**config.mk**
```make
export PLATFORM = sky130hd
export DESIGN_NAME = rasq_ctrl
export DESIGN_NICKNAME = d
export VERILOG_FILES = /design/src/design/rasq_pkg.sv /design/src/design/rasq_ctrl.sv
export SDC_FILE = /design/constraint.sdc
export NUM_CORES = 1
export LEC_CHECK = 0
export ABC_AREA = 0
export BUFFER_PORTS_ARGS = -buffer_cell sky130_fd_sc_hd__buf_4
export CORE_AREA = 2 2 39 41
export DETAILED_ROUTE_END_ITERATION = 8
export DIE_AREA = 0 0 41 43
export PLACE_DENSITY = 0.58
export SYNTH_ARGS = -nofsm -noshare
export SYNTH_HDL_FRONTEND = slang
export SYNTH_SLANG_ARGS = --single-unit
```
**constraint.sdc**
```tcl
create_clock -name clk_i -period 1.6 [get_ports clk_i]
set_clock_uncertainty 0.15 [all_clocks]
set_input_delay 0.16 -clock clk_i [delete_from_list [all_inputs] [get_ports clk_i]]
set_output_delay 0.16 -clock clk_i [all_outputs]
set_load 0.01 [all_outputs]
```
**src/design/rasq_pkg.sv**
```systemverilog
package rasq_pkg;

  localparam int unsigned CAPACITY_DEF = 1024;

  localparam int unsigned TYPE_W      = 3;
  localparam int unsigned POS_W       = 11;
  localparam int unsigned VAL_W       = 32;
  localparam int unsigned CNT_OUT_W   = 11;
  localparam int unsigned MOD_W       = 31;
  localparam int unsigned CFG_IDX_W   = 8;
  localparam int unsigned CFG_DATA_W  = 32;
  localparam int unsigned IN_TDATA_W  = 64;
  localparam int unsigned OUT_TDATA_W = 48;

  localparam logic [TYPE_W-1:0] REQ_INSERT = 3'd0;
  localparam logic [TYPE_W-1:0] REQ_ERASE  = 3'd1;
  localparam logic [TYPE_W-1:0] REQ_CHANGE = 3'd2;
  localparam logic [TYPE_W-1:0] REQ_READ   = 3'd3;
  localparam logic [TYPE_W-1:0] REQ_RANGE  = 3'd4;

  localparam logic [CFG_IDX_W-1:0] REG_OP_MODE = 8'd0;
  localparam logic [CFG_IDX_W-1:0] REG_MODULUS = 8'd1;

  typedef struct packed {
    logic load;
    logic check;
    logic scan_init;
    logic scan_issue;
    logic put;
    logic count_inc;
    logic count_dec;
    logic div_init;
    logic div_step;
    logic result;
  } rasq_cmd_t;

  typedef struct packed {
    logic [TYPE_W-1:0] req_type;
    logic              err;
    logic              need_shift;
    logic              scan_last;
    logic              div_last;
    logic              sum_mode;
    logic              out_free;
  } rasq_sts_t;

endpackage

```
**src/design/rasq_ctrl.sv**
```systemverilog
module rasq_ctrl
  import rasq_pkg::*;
(
  input  logic      clk_i,
  input  logic      rst_ni,
  input  logic      in_valid_i,
  output logic      in_ready_o,
  input  rasq_sts_t sts_i,
  output rasq_cmd_t cmd_o
);

  localparam logic [2:0] ST_IDLE  = 3'd0;
  localparam logic [2:0] ST_CHECK = 3'd1;
  localparam logic [2:0] ST_SCAN  = 3'd2;
  localparam logic [2:0] ST_DRAIN = 3'd3;
  localparam logic [2:0] ST_PUT   = 3'd4;
  localparam logic [2:0] ST_DIVLD = 3'd5;
  localparam logic [2:0] ST_DIV   = 3'd6;
  localparam logic [2:0] ST_DONE  = 3'd7;

  logic [2:0] state_q, state_d;

  assign in_ready_o = (state_q == ST_IDLE);

  always_comb begin
    state_d = state_q;
    cmd_o   = '0;
    case (state_q)
      ST_IDLE: begin
        if (in_valid_i) begin
          cmd_o.load = 1'b1;
          state_d    = ST_CHECK;
        end
      end
      ST_CHECK: begin
        cmd_o.check = 1'b1;
        if (sts_i.err) begin
          state_d = ST_DONE;
        end else begin
          case (sts_i.req_type)
            REQ_INSERT: begin
              if (sts_i.need_shift) begin
                cmd_o.scan_init = 1'b1;
                state_d         = ST_SCAN;
              end else begin
                state_d = ST_PUT;
              end
            end
            REQ_ERASE: begin
              if (sts_i.need_shift) begin
                cmd_o.scan_init = 1'b1;
                state_d         = ST_SCAN;
              end else begin
                cmd_o.count_dec = 1'b1;
                state_d         = ST_DONE;
              end
            end
            REQ_CHANGE: state_d = ST_PUT;
            REQ_READ,
            REQ_RANGE: begin
              cmd_o.scan_init = 1'b1;
              state_d         = ST_SCAN;
            end
            default: state_d = ST_DONE;
          endcase
        end
      end
      ST_SCAN: begin
        cmd_o.scan_issue = 1'b1;
        if (sts_i.scan_last) begin
          state_d = ST_DRAIN;
        end
      end
      ST_DRAIN: begin
        case (sts_i.req_type)
          REQ_INSERT: state_d = ST_PUT;
          REQ_ERASE: begin
            cmd_o.count_dec = 1'b1;
            state_d         = ST_DONE;
          end
          REQ_RANGE: state_d = sts_i.sum_mode ? ST_DIVLD : ST_DONE;
          default:   state_d = ST_DONE;
        endcase
      end
      ST_PUT: begin
        cmd_o.put       = 1'b1;
        cmd_o.count_inc = (sts_i.req_type == REQ_INSERT);
        state_d         = ST_DONE;
      end
      ST_DIVLD: begin
        cmd_o.div_init = 1'b1;
        state_d        = ST_DIV;
      end
      ST_DIV: begin
        cmd_o.div_step = 1'b1;
        if (sts_i.div_last) begin
          state_d = ST_DONE;
        end
      end
      ST_DONE: begin
        if (sts_i.out_free) begin
          cmd_o.result = 1'b1;
          state_d      = ST_IDLE;
        end
      end
      default: state_d = ST_IDLE;
    endcase
  end

  always_ff @(posedge clk_i or negedge rst_ni) begin
    if (!rst_ni) begin
      state_q <= ST_IDLE;
    end else begin
      state_q <= state_d;
    end
  end

endmodule

```
Word-level counts from Yosys, hierarchy flattened
Cells that the tools add are included.

operators by class
  eq/ne operators = 15
  mux-type cells = 28
  reductions and logical operators = 5

operators with widths
  kind                                                 count
  case mux 3 bit (8 select lines)                      1
  2-to-1 mux 3 bit                                     7
  equality test 3 bit, second input constant           5
  2-to-1 mux 1 bit                                     13
  equality test 3 x 2 -> 1 bit, second input constant  4
  case mux 3 bit (4 select lines)                      1
  != test 2 bit, second input constant                 4
  equality test 3 x 1 -> 1 bit, second input constant  2
  zero test 3 bit                                      2
  2-to-1 mux 2 bit                                     3
  case mux 1 bit (2 select lines)                      2
  case mux 2 bit (2 select lines)                      1
  AND reduction 4 bit                                  1
  OR reduction 2 bit                                   2

storage, ports and cells
  flip-flop bits (word level) = 3
  output and inout bits = 11

Longest topological paths before layout
Gate-level depths: netlist of the first run.

  word-level depth = 5
  mapped depth = 4

Worst setup path before layout of the first run
No wires, ideal clock.

  kind = flip-flop to output port
  from = register state_q[0]
  to = output cmd_o[4] (netlist bit)
  arrival time = 1,412 ps
  required time = 1,290 ps
  setup slack = -122 ps
  cell stages (with the launch flop) = 4
  path buffers = 1
  path through = dfrtp_1 > clkbuf_1 > nor3b_1 > nor4b_1

RTL lines
  element                 RTL line          text
  start, declared         rasq_ctrl.sv:21   logic [2:0] state_q, state_d;
  start signal, assigned  rasq_ctrl.sv:114  state_q <= state_d;
  end, declared           rasq_ctrl.sv:9    output rasq_cmd_t cmd_o

==> qor.txt, run 1 <==
Clk root buf -> clkbuf_4
RSZ-0062 raised after global routing -> yes
Mean post-synth cell area -> 7.562 sq um
Sequential element share of the synthesized area -> 0.2158
Worst-skew pair later-pin latency -> 0.24 ns
Synth Flop Type -> dfrtp_1
Max reg flops -> 3
Top Registers -> state_q x3
Slew HR -> 0.8002
Area growth syn-to-layout -> 99.64%
1st-iter DRT viols -> 0
Synthesized flop and latch total -> 3
Slew @ Worst Pin -> 0.2958 ns
Number of buffers created by CTS -> 3
MaxCap Viol Count -> 0
Run status -> finished, final reports clean
CTS max path bufs -> 2
Ys async rst share -> 1.000
EDFF count, synth -> 0
Final period util -> 0.9921
Final worst setup slack -> 0.01270 ns
Critical setup path kind -> flop to output port
Yosys warns -> 0
Initial Util -> 0.2514
DRT antenna net count -> 0
Place WS -> 0.04961 ns
CTS tree -> yes
CP endpoint kind -> output port
Detailed Place HPWL -> 821.1 microns
I/O pins -> 23
Mapped Area -> 347.8 sq um
Vias -> 480
PwrDens -> 1419 nW/um^2
Final wirelength -> 1205 microns
Final Cell Area -> 694.4 sq um
# diodes -> 0
Final net count -> 92
Routability cong. -> 0.7125
Final Hold Fails -> 0
Drt via density -> 5.053
Biggest register -> state_q
Final setup fails -> 0
Overall global routing resource usage -> 0.1414
Row cnt -> 14
DRC viols -> 0
Max Freq -> 0.6300 GHz
Final min period -> 1.587 ns
I/O Buffers -> 22
CP arrival -> 1.28 ns
Max rail drop VDD -> 457.9 uV
Initial antenna violation count -> 0
Crit path required time -> 1.29 ns
Die height -> 43 microns
Distinct cells, synth -> 26
Core region area -> 1384 sq um
Layout cells sized above 1 -> 0.5949
Sink Count -> 3
Gr ovfl total -> 0
Post-Syn Instances -> 46
CP Max Fanout -> 4
TritonRoute pass-1 iters -> 1
Worst min path class -> primary input to flop
Dpl cell area -> 565.5 sq um
Leakage -> 0.0003192 uW
Crit start category -> flop
Die footprint -> 1763 sq um
First-pass GRT wire length -> 1745 microns
Routed len/inst -> 12.68 microns
Pin count of the biggest net entering global routing -> 11
Clk pin slew, worst setup/hold paths -> 0.04 ns
Final non-filler cell total -> 95
Post-synth net total -> 58
Die W -> 41 microns
H-tree level count -> 1
Slew Limit Fails -> 0
Placed cells -> 85
Vias in the first global route -> 404
Yosys cell counts (2+ instances only):
| cell type | count | area (sq um) |
|---|---|---|
| nor2_1 | 8 | 30.03 |
| nor3b_1 | 2 | 15.01 |
| nand2_1 | 3 | 11.26 |
| mux2_2 | 2 | 22.52 |
| clkbuf_1 | 3 | 11.26 |
| o41ai_1 | 2 | 17.52 |
| nor3_1 | 3 | 15.01 |
| or3_1 | 2 | 12.51 |
| dfrtp_1 | 3 | 75.07 |
| nor2b_1 | 2 | 12.51 |
cell type report:
cell class | count | area, sq um
Multi-Input combinational cell | 38 | 312.8
Fill cell | 146 | 689.4
Inverter | 1 | 3.754
Sequential cell | 3 | 77.57
Tap cell | 16 | 20.02
Clock buffer | 4 | 26.28
Timing Repair Buffer | 33 | 254.0
layer usage:
layer | track usage | share of wire | up-vias
met3 | 0 | 0.041 | 0
met1 | 0.1987 | 0.44 | 227
li1 | - | - | 239
met2 | 0.2094 | 0.52 | 14
met5 | 0 | 0 | -
met4 | 0.08000 | 0 | 0
cell usage in the layout, fill, tap and decap left out, types with 2 or more instances in the layout:
cell and count:
buf_4 31, nor2_1 8, nand2_1 3, clkbuf_4 3, nor3_1 2, or3_1 2, mux2_2 2, nor2b_1 2
dfrtp_2 2
critical path: stages, from the launching register on:
cell and delay [ns]:
dfrtp_2 0.44, nor3b_2 0.22, nor4b_2 0.22, buf_4 0.16
where the power goes:
group / total [uW] / switching, uW / internal, uW
combinational: 669 / 308 / 361
sequential: 178 / 59.4 / 118
clock: 139 / 45.1 / 93.8
metrics by stage:
step | total power, uW | hold WS, ns | setup TNS [ns] | util
2_1_floorplan | 463.5 | -0.2856 | 0 | -
3_3_place_gp | 686.8 | -0.2003 | 0 | 0.4087
3_5_place_dp | 685.8 | -0.1969 | 0 | 0.4087
4_1_cts | 908.1 | 0.09044 | -0.01280 | 0.4665
5_1_grt | 1064 | 0.1094 | -0.1006 | 0.5018
6_report | 985.6 | 0.09790 | 0 | 0.5018
kinds of logic after synthesis:
| kind of cell | after synthesis | synth area share |
|---|---|---|
| muxes | 3 | 0.1079 |
| AOI/OAI and AO/OA | 7 | 0.1727 |
| and+or+nand+nor | 28 | 0.4461 |
| buffers and inverters | 5 | 0.05753 |
| DFF | 3 | 0.2158 |
timing repair:
item                                   4_1_cts  5_1_grt
setup endpoints to repair                    4        4
pin swaps                                    1        3
resized for setup                            5        5
setup buffers                                4        2
hold buffers                                 1        0
endpoints found under the hold margin        3        0
worst paths after layout:
| check | endpoint | cells past startpoint | slack, ns | from |
|---|---|---|---|---|
| max | cmd_o[4] | 3 | 0.01 | state_q[0]$_DFFE_PN0P_ |
| min | state_q[0]$_DFFE_PN0P_ | 3 | 0.1 | sts_i[0] |
| max reg2reg | state_q[0]$_DFFE_PN0P_ | 4 | 0.06 | state_q[1]$_DFFE_PN0P_ |
| min reg2reg | state_q[0]$_DFFE_PN0P_ | 2 | 0.56 | state_q[0]$_DFFE_PN0P_ |
| max in group asynchronous | state_q[1]$_DFFE_PN0P_ | 2 | 1.08 | rst_ni |
| min in group asynchronous | state_q[2]$_DFFE_PN0P_ | 2 | 0.11 | rst_ni |
(Power assumes the default switching activity.)
==> run 2: changes to the inputs <==
SETUP_SLACK_MARGIN = 0.1   (was default)
SLEW_MARGIN = 20   (was default)
==> run 2 against run 1 <==
The run now ends with setup timing left; hold slack lost 0.0028 ns; die area is the same; maximum frequency down 2.2%; sequential cell count is the same; non-clock buffer count rose by 2; via count grew 0.21%; power increased by 11%; critical path depth grew 1; largest cell class unchanged; largest power group unchanged; highest routed layer is now met4.
==> qor.txt, run 2 (synthesized netlist as in run 1, its figures left out) <==
Row cnt -> 14 (unchanged)
CP arrival -> 1.31 ns (+0.03 ns)
Top Registers -> state_q x3
Commonest non-fill, non-tap cell in the layout -> buf_4
Slew Limit Fails -> 0 (unchanged)
Vias -> 481 (+0.21%)
Met2 WL -> 559 microns (-11%)
TritonRoute pass-1 iters -> 4 (+3)
Die W -> 41 microns (unchanged)
Leakage -> 0.0003275 uW (+2.6%)
Crit start category -> flop
Slew @ Worst Pin -> 0.2970 ns (+0.001257 ns)
First-pass GRT wire length -> 1856 microns (+6.4%)
Final min period -> 1.622 ns (+0.03503 ns)
Fin Setup TNS -> -0.02233 ns (-0.02233 ns)
Slew HR -> 0.7994 (-0.0008490)
Gr ovfl total -> 0 (unchanged)
Clk root buf -> clkbuf_4
PwrDens -> 1493 nW/um^2 (+5.2%)
Detailed Place HPWL -> 802.8 microns (-2.2%)
Die footprint -> 1763 sq um (unchanged)
RSZ-0062 raised after global routing -> yes
Layout cells sized above 1 -> 0.6667 (+0.07173)
Max reg flops -> 3 (unchanged)
Met1 WL -> 543 microns (+3.2%)
Worst path slowest cell -> dfrtp_2
Final worst setup slack -> -0.02233 ns (-0.03503 ns)
Place WS -> 0.05897 ns (+0.009358 ns)
# diodes -> 0 (unchanged)
Pin count of the biggest net entering global routing -> 9 (-2)
Final period util -> 1.014 (+0.02190)
Drt via density -> 4.959 (-1.9%)
1st-iter DRT viols -> 11 (+11)
Final Hold Fails -> 0 (unchanged)
Initial antenna violation count -> 0 (unchanged)
CP peak stage delay -> 0.41 ns (-0.03 ns)
Worst min path class -> primary input to async pin
Worst path cell trace -> buf_6, nor3b_2, nor4b_4, buf_4
Overall global routing resource usage -> 0.1523 (+0.01088)
Run status -> finished with violations
Worst-skew pair later-pin latency -> 0.24 ns (about the same)
CTS tree -> yes
Final wirelength -> 1185 microns (-1.7%)
Most frequent cells in the layout -> buf_4, nor2_1, buf_6
Core region area -> 1384 sq um (unchanged)
DRC viols -> 0 (unchanged)
H-tree level count -> 1 (unchanged)
Final non-filler cell total -> 97 (+2.1%)
CP endpoint kind -> output port
Fill count -> 129 (-12%)
Number of buffers created by CTS -> 3 (unchanged)
Final net count -> 94 (+2.2%)
Routed len/inst -> 12.22 microns (-3.7%)
Crit path required time -> 1.29 ns (about the same)
Sink Count -> 3 (unchanged)
Vias in the first global route -> 457 (+13%)
Clk pin slew, worst setup/hold paths -> 0.04 ns (about the same)
DRT antenna net count -> 0 (unchanged)
Biggest register -> state_q
MaxCap Viol Count -> 0 (unchanged)
I/O pins -> 23 (unchanged)
Placed cells -> 86 (+1.2%)
Routed wl met3 -> 68 microns (+36%)
Max rail drop VDD -> 441.7 uV (-3.5%)
Routability cong. -> 0.7182 (+0.80%)
Max Freq -> 0.6164 GHz (-2.2%)
Failing checks -> setup timing
I/O Buffers -> 22 (unchanged)
FF-to-FF path depth -> 4 (unchanged)
Initial Util -> 0.2514 (unchanged)
Dpl cell area -> 579.3 sq um (+2.4%)
Highest Signal Layer -> met4
Final setup fails -> 1 (+1)
Final Cell Area -> 732.0 sq um (+5.4%)
CP Max Fanout -> 4 (unchanged)
Area growth syn-to-layout -> 110.4%
Die height -> 43 microns (unchanged)
Critical setup path kind -> flop to output port
CTS max path bufs -> 2 (unchanged)
[run 2: final cells by class]
class / count / area [sq um] / area share
multi-input combinational: 38 / 319.1 / 0.4359
timing repair buffer: 35 / 284.0 / 0.3880
clock buffer: 4 / 26.28 / 0.03590
sequential: 3 / 78.83 / 0.1077
tap: 16 / 20.02 / 0.02735
inverter: 1 / 3.754 / 0.005128
[run 2: worst paths after layout]
kind / slack (ns) / to / from
worst max-delay path: -0.02 / cmd_o[4] / state_q[1]$_DFFE_PN0P_
worst min-delay path: 0.1 / state_q[2]$_DFFE_PN0P_ / rst_ni
worst max register to register: 0.13 / state_q[0]$_DFFE_PN0P_ / state_q[1]$_DFFE_PN0P_
worst min register to register: 0.57 / state_q[0]$_DFFE_PN0P_ / state_q[0]$_DFFE_PN0P_
max in group asynchronous: 1.09 / state_q[1]$_DFFE_PN0P_ / rst_ni
min in group clk_i: 0.10 / state_q[0]$_DFFE_PN0P_ / sts_i[0]
[run 2: critical path: cells and delay by family (launching register included)]
kind	cells	cell delay (ns)
simple gates	2	0.38
buf+inv	2	0.29
flops	1	0.41
[run 2: per-stage QoR]
stage	hold WS [ns]	utilization	power (uW)
after global routing	0.1010	0.5289	1175
after floorplan	-0.2856	-	467.5
after CTS	0.09126	0.4873	995.5
after global placement	-0.2004	0.4186	706.2
after detailed placement	-0.1998	0.4186	710.4
final	0.09512	0.5289	1093
[run 2: power by group]
part	total [uW]	leakage [uW]	switching (uW)	internal [uW]
Combinational	773	0.000283	325	448
Clock	139	0.0000150	45.2	93.8
Sequential	181	0.0000298	60.7	120
Total	1090	0.000327	431	662
[run 2: layer usage]
metal	vias to the layer above	GRT usage
met2	16	0.2188
li1	244	-
met5	-	0
met1	219	0.2141
met4	0	0.08000
met3	2	0.01571
[run 2: repair_timing]
action                                 4_1_cts  5_1_grt
resized for setup                            7       11
pin swaps                                    1        3
hold buffers                                 1        0
endpoints found under the hold margin        3        0
buffers inserted                             6        2
setup endpoints to repair                   10       12
==> run 3: changes to the inputs <==
CTS_BUF_LIST = sky130_fd_sc_hd__clkbuf_4   (was default)
SKIP_LAST_GASP = 1   (was default)
==> run 3 against run 2 <==
The flow still finishes with violations (setup timing); combinational power grew 3%; power grew 3.6%; setup slack lost 0.0033 ns; critical path type unchanged; critical endpoint unchanged; largest power group unchanged.
==> qor.txt, run 3 (synthesized netlist as in run 1, its figures left out) <==
Layout cells sized above 1 -> 0.6951 (+0.02846)
Die footprint -> 1763 sq um (unchanged)
Slew HR -> 0.7976 (-0.001790)
Die W -> 41 microns (unchanged)
Worst-skew pair later-pin latency -> 0.24 ns (about the same)
Max rail drop VDD -> 454.2 uV (+2.8%)
Most frequent cells in the layout -> buf_4, nor2_1, buf_6
RSZ-0062 raised after global routing -> yes
Vias in the first global route -> 452 (-1.1%)
PwrDens -> 1514 nW/um^2 (+1.4%)
Area growth syn-to-layout -> 115.1%
Detailed Place HPWL -> 802.8 microns (unchanged)
Met2 WL -> 610 microns (+9.1%)
1st-iter DRT viols -> 16 (+5)
Initial antenna violation count -> 0 (unchanged)
Fin util -> 0.5407 (+0.01175)
Final Hold Fails -> 0 (unchanged)
Worst reg2reg startpoint -> state_q[1]$_DFFE_PN0P_
I/O pins -> 23 (unchanged)
Critical setup path kind -> flop to output port
Routability cong. -> 0.7182 (unchanged)
First-pass GRT wire length -> 1869 microns (+0.70%)
TritonRoute pass-1 iters -> 4 (unchanged)
Die height -> 43 microns (unchanged)
Final wirelength -> 1231 microns (+3.9%)
FF-to-FF path depth -> 4 (unchanged)
Routed len/inst -> 12.56 microns (+2.8%)
Final min period -> 1.626 ns (+0.003285 ns)
DRC viols -> 0 (unchanged)
Total Power -> 1133 uW (+3.6%)
Number of buffers created by CTS -> 3 (unchanged)
Failing checks -> setup timing
CP endpoint kind -> output port
Row cnt -> 14 (unchanged)
Final period util -> 1.016 (+0.002053)
# diodes -> 0 (unchanged)
Crit path required time -> 1.29 ns (about the same)
Clk pin slew, worst setup/hold paths -> 0.04 ns (about the same)
Met1 WL -> 512 microns (-5.7%)
Reg2reg end -> state_q[0]$_DFFE_PN0P_
Pin count of the biggest net entering global routing -> 9 (unchanged)
Biggest register -> state_q
Max Freq -> 0.6152 GHz (-0.20%)
CTS max path bufs -> 2 (unchanged)
MaxCap Viol Count -> 0 (unchanged)
Reg2Reg Setup Slack -> 0.12 ns (about the same)
Commonest non-fill, non-tap cell in the layout -> buf_4
Max reg flops -> 3 (unchanged)
Fin Setup TNS -> -0.03614 ns (-0.01381 ns)
Highest Signal Layer -> met4
Clk root buf -> clkbuf_4
CP Max Fanout -> 4 (unchanged)
Core region area -> 1384 sq um (unchanged)
CP arrival -> 1.32 ns (about the same)
Vias -> 489 (+1.7%)
Crit start category -> flop
Sink Count -> 3 (unchanged)
Routed wl met3 -> 90 microns (+32%)
H-tree level count -> 1 (unchanged)
Final setup fails -> 2 (+1)
I/O Buffers -> 22 (unchanged)
Slew Limit Fails -> 0 (unchanged)
Drt via density -> 4.990 (+0.63%)
Worst min path class -> primary input to async pin
Slew @ Worst Pin -> 0.2997 ns (+0.002650 ns)
Run status -> finished with violations
Overall global routing resource usage -> 0.1533 (+0.001002)
Place WS -> 0.05897 ns (unchanged)
Top Registers -> state_q x3
Gr ovfl total -> 0 (unchanged)
DRT antenna net count -> 0 (unchanged)
Final worst setup slack -> -0.02561 ns (-0.003286 ns)
Initial Util -> 0.2514 (unchanged)
Final net count -> 95 (+1.1%)
Leakage -> 0.0003369 uW (+2.9%)
CTS tree -> yes
==> run 3: changes by cell type in the layout (fill, tap and decap cells not counted), sizes merged <==
cell / before / now
buf: 34 / 35
==> run 3: metal layers <==
metal | GRT usage | up-vias
met5 | 0 | -
met4 | 0.08000 | 0
met3 | 0.01571 | 2
met2 | 0.2219 | 25
met1 | 0.2141 | 219
li1 | - | 243
==> run 3: cell type report <==
type                    instances  area (sq um)
inverters                       1         3.754
well taps                      16         20.02
multi-input cells              38         324.1
clock buffers                   4         30.03
fillers                       129         635.6
flip-flops and latches          3         78.83
repair buffers                 36         291.5
==> run 3: worst max-delay path by stage <==
| stage | startpoint | endpoint | slack (ns) | cells past startpoint |
|---|---|---|---|---|
| finish | state_q[1]$_DFFE_PN0P_ | cmd_o[4] | -0.03 | 4 |
| global route | state_q[1]$_DFFE_PN0P_ | cmd_o[4] | -0.09 | 4 |
| CTS | state_q[1]$_DFFE_PN0P_ | cmd_o[4] | -0.05 | 4 |
| detailed placement | sts_i[6] | cmd_o[7] | 0.06 | 5 |
| global placement | state_q[1]$_DFFE_PN0P_ | cmd_o[4] | 0.08 | 4 |
| floorplan | state_q[0]$_DFFE_PN0P_ | cmd_o[4] | 0.13 | 3 |
==> run 3: what timing repair did <==
| item | CTS | global route |
|---|---|---|
| pin swaps | 1 | 3 |
| hold buffers | 1 | 0 |
| buffers inserted | 6 | 3 |
| gates resized for setup | 7 | 12 |
| endpoints found under the hold margin | 3 | 0 |
| setup endpoints to repair | 10 | 12 |
==> run 3: through the flow <==
| stage | hold slack, ns | std cells | cell area [sq um] |
|---|---|---|---|
| final | 0.09742 | 98 | 748.2 |
| after global routing | 0.1010 | 98 | 748.2 |
| after CTS | 0.09126 | 96 | 678.2 |
| after detailed placement | -0.1998 | 86 | 579.3 |
| after global placement | -0.2004 | 86 | 579.3 |
| after floorplan | -0.2856 | 46 | 365.4 |
==> run 3: where the power goes <==
| part | switching [uW] | internal [uW] | leakage, uW | total [uW] |
|---|---|---|---|---|
| clock network | 44.1 | 111 | 0.0000184 | 155 |
| registers | 64.4 | 120 | 0.0000298 | 185 |
| logic | 330 | 464 | 0.000289 | 793 |
==> run 3: critical path, stage by stage (launching register included) <==
cell	delay (ns)
dfrtp_2	0.41
buf_6	0.13
nor3b_2	0.17
nor4b_4	0.21
buf_4	0.16
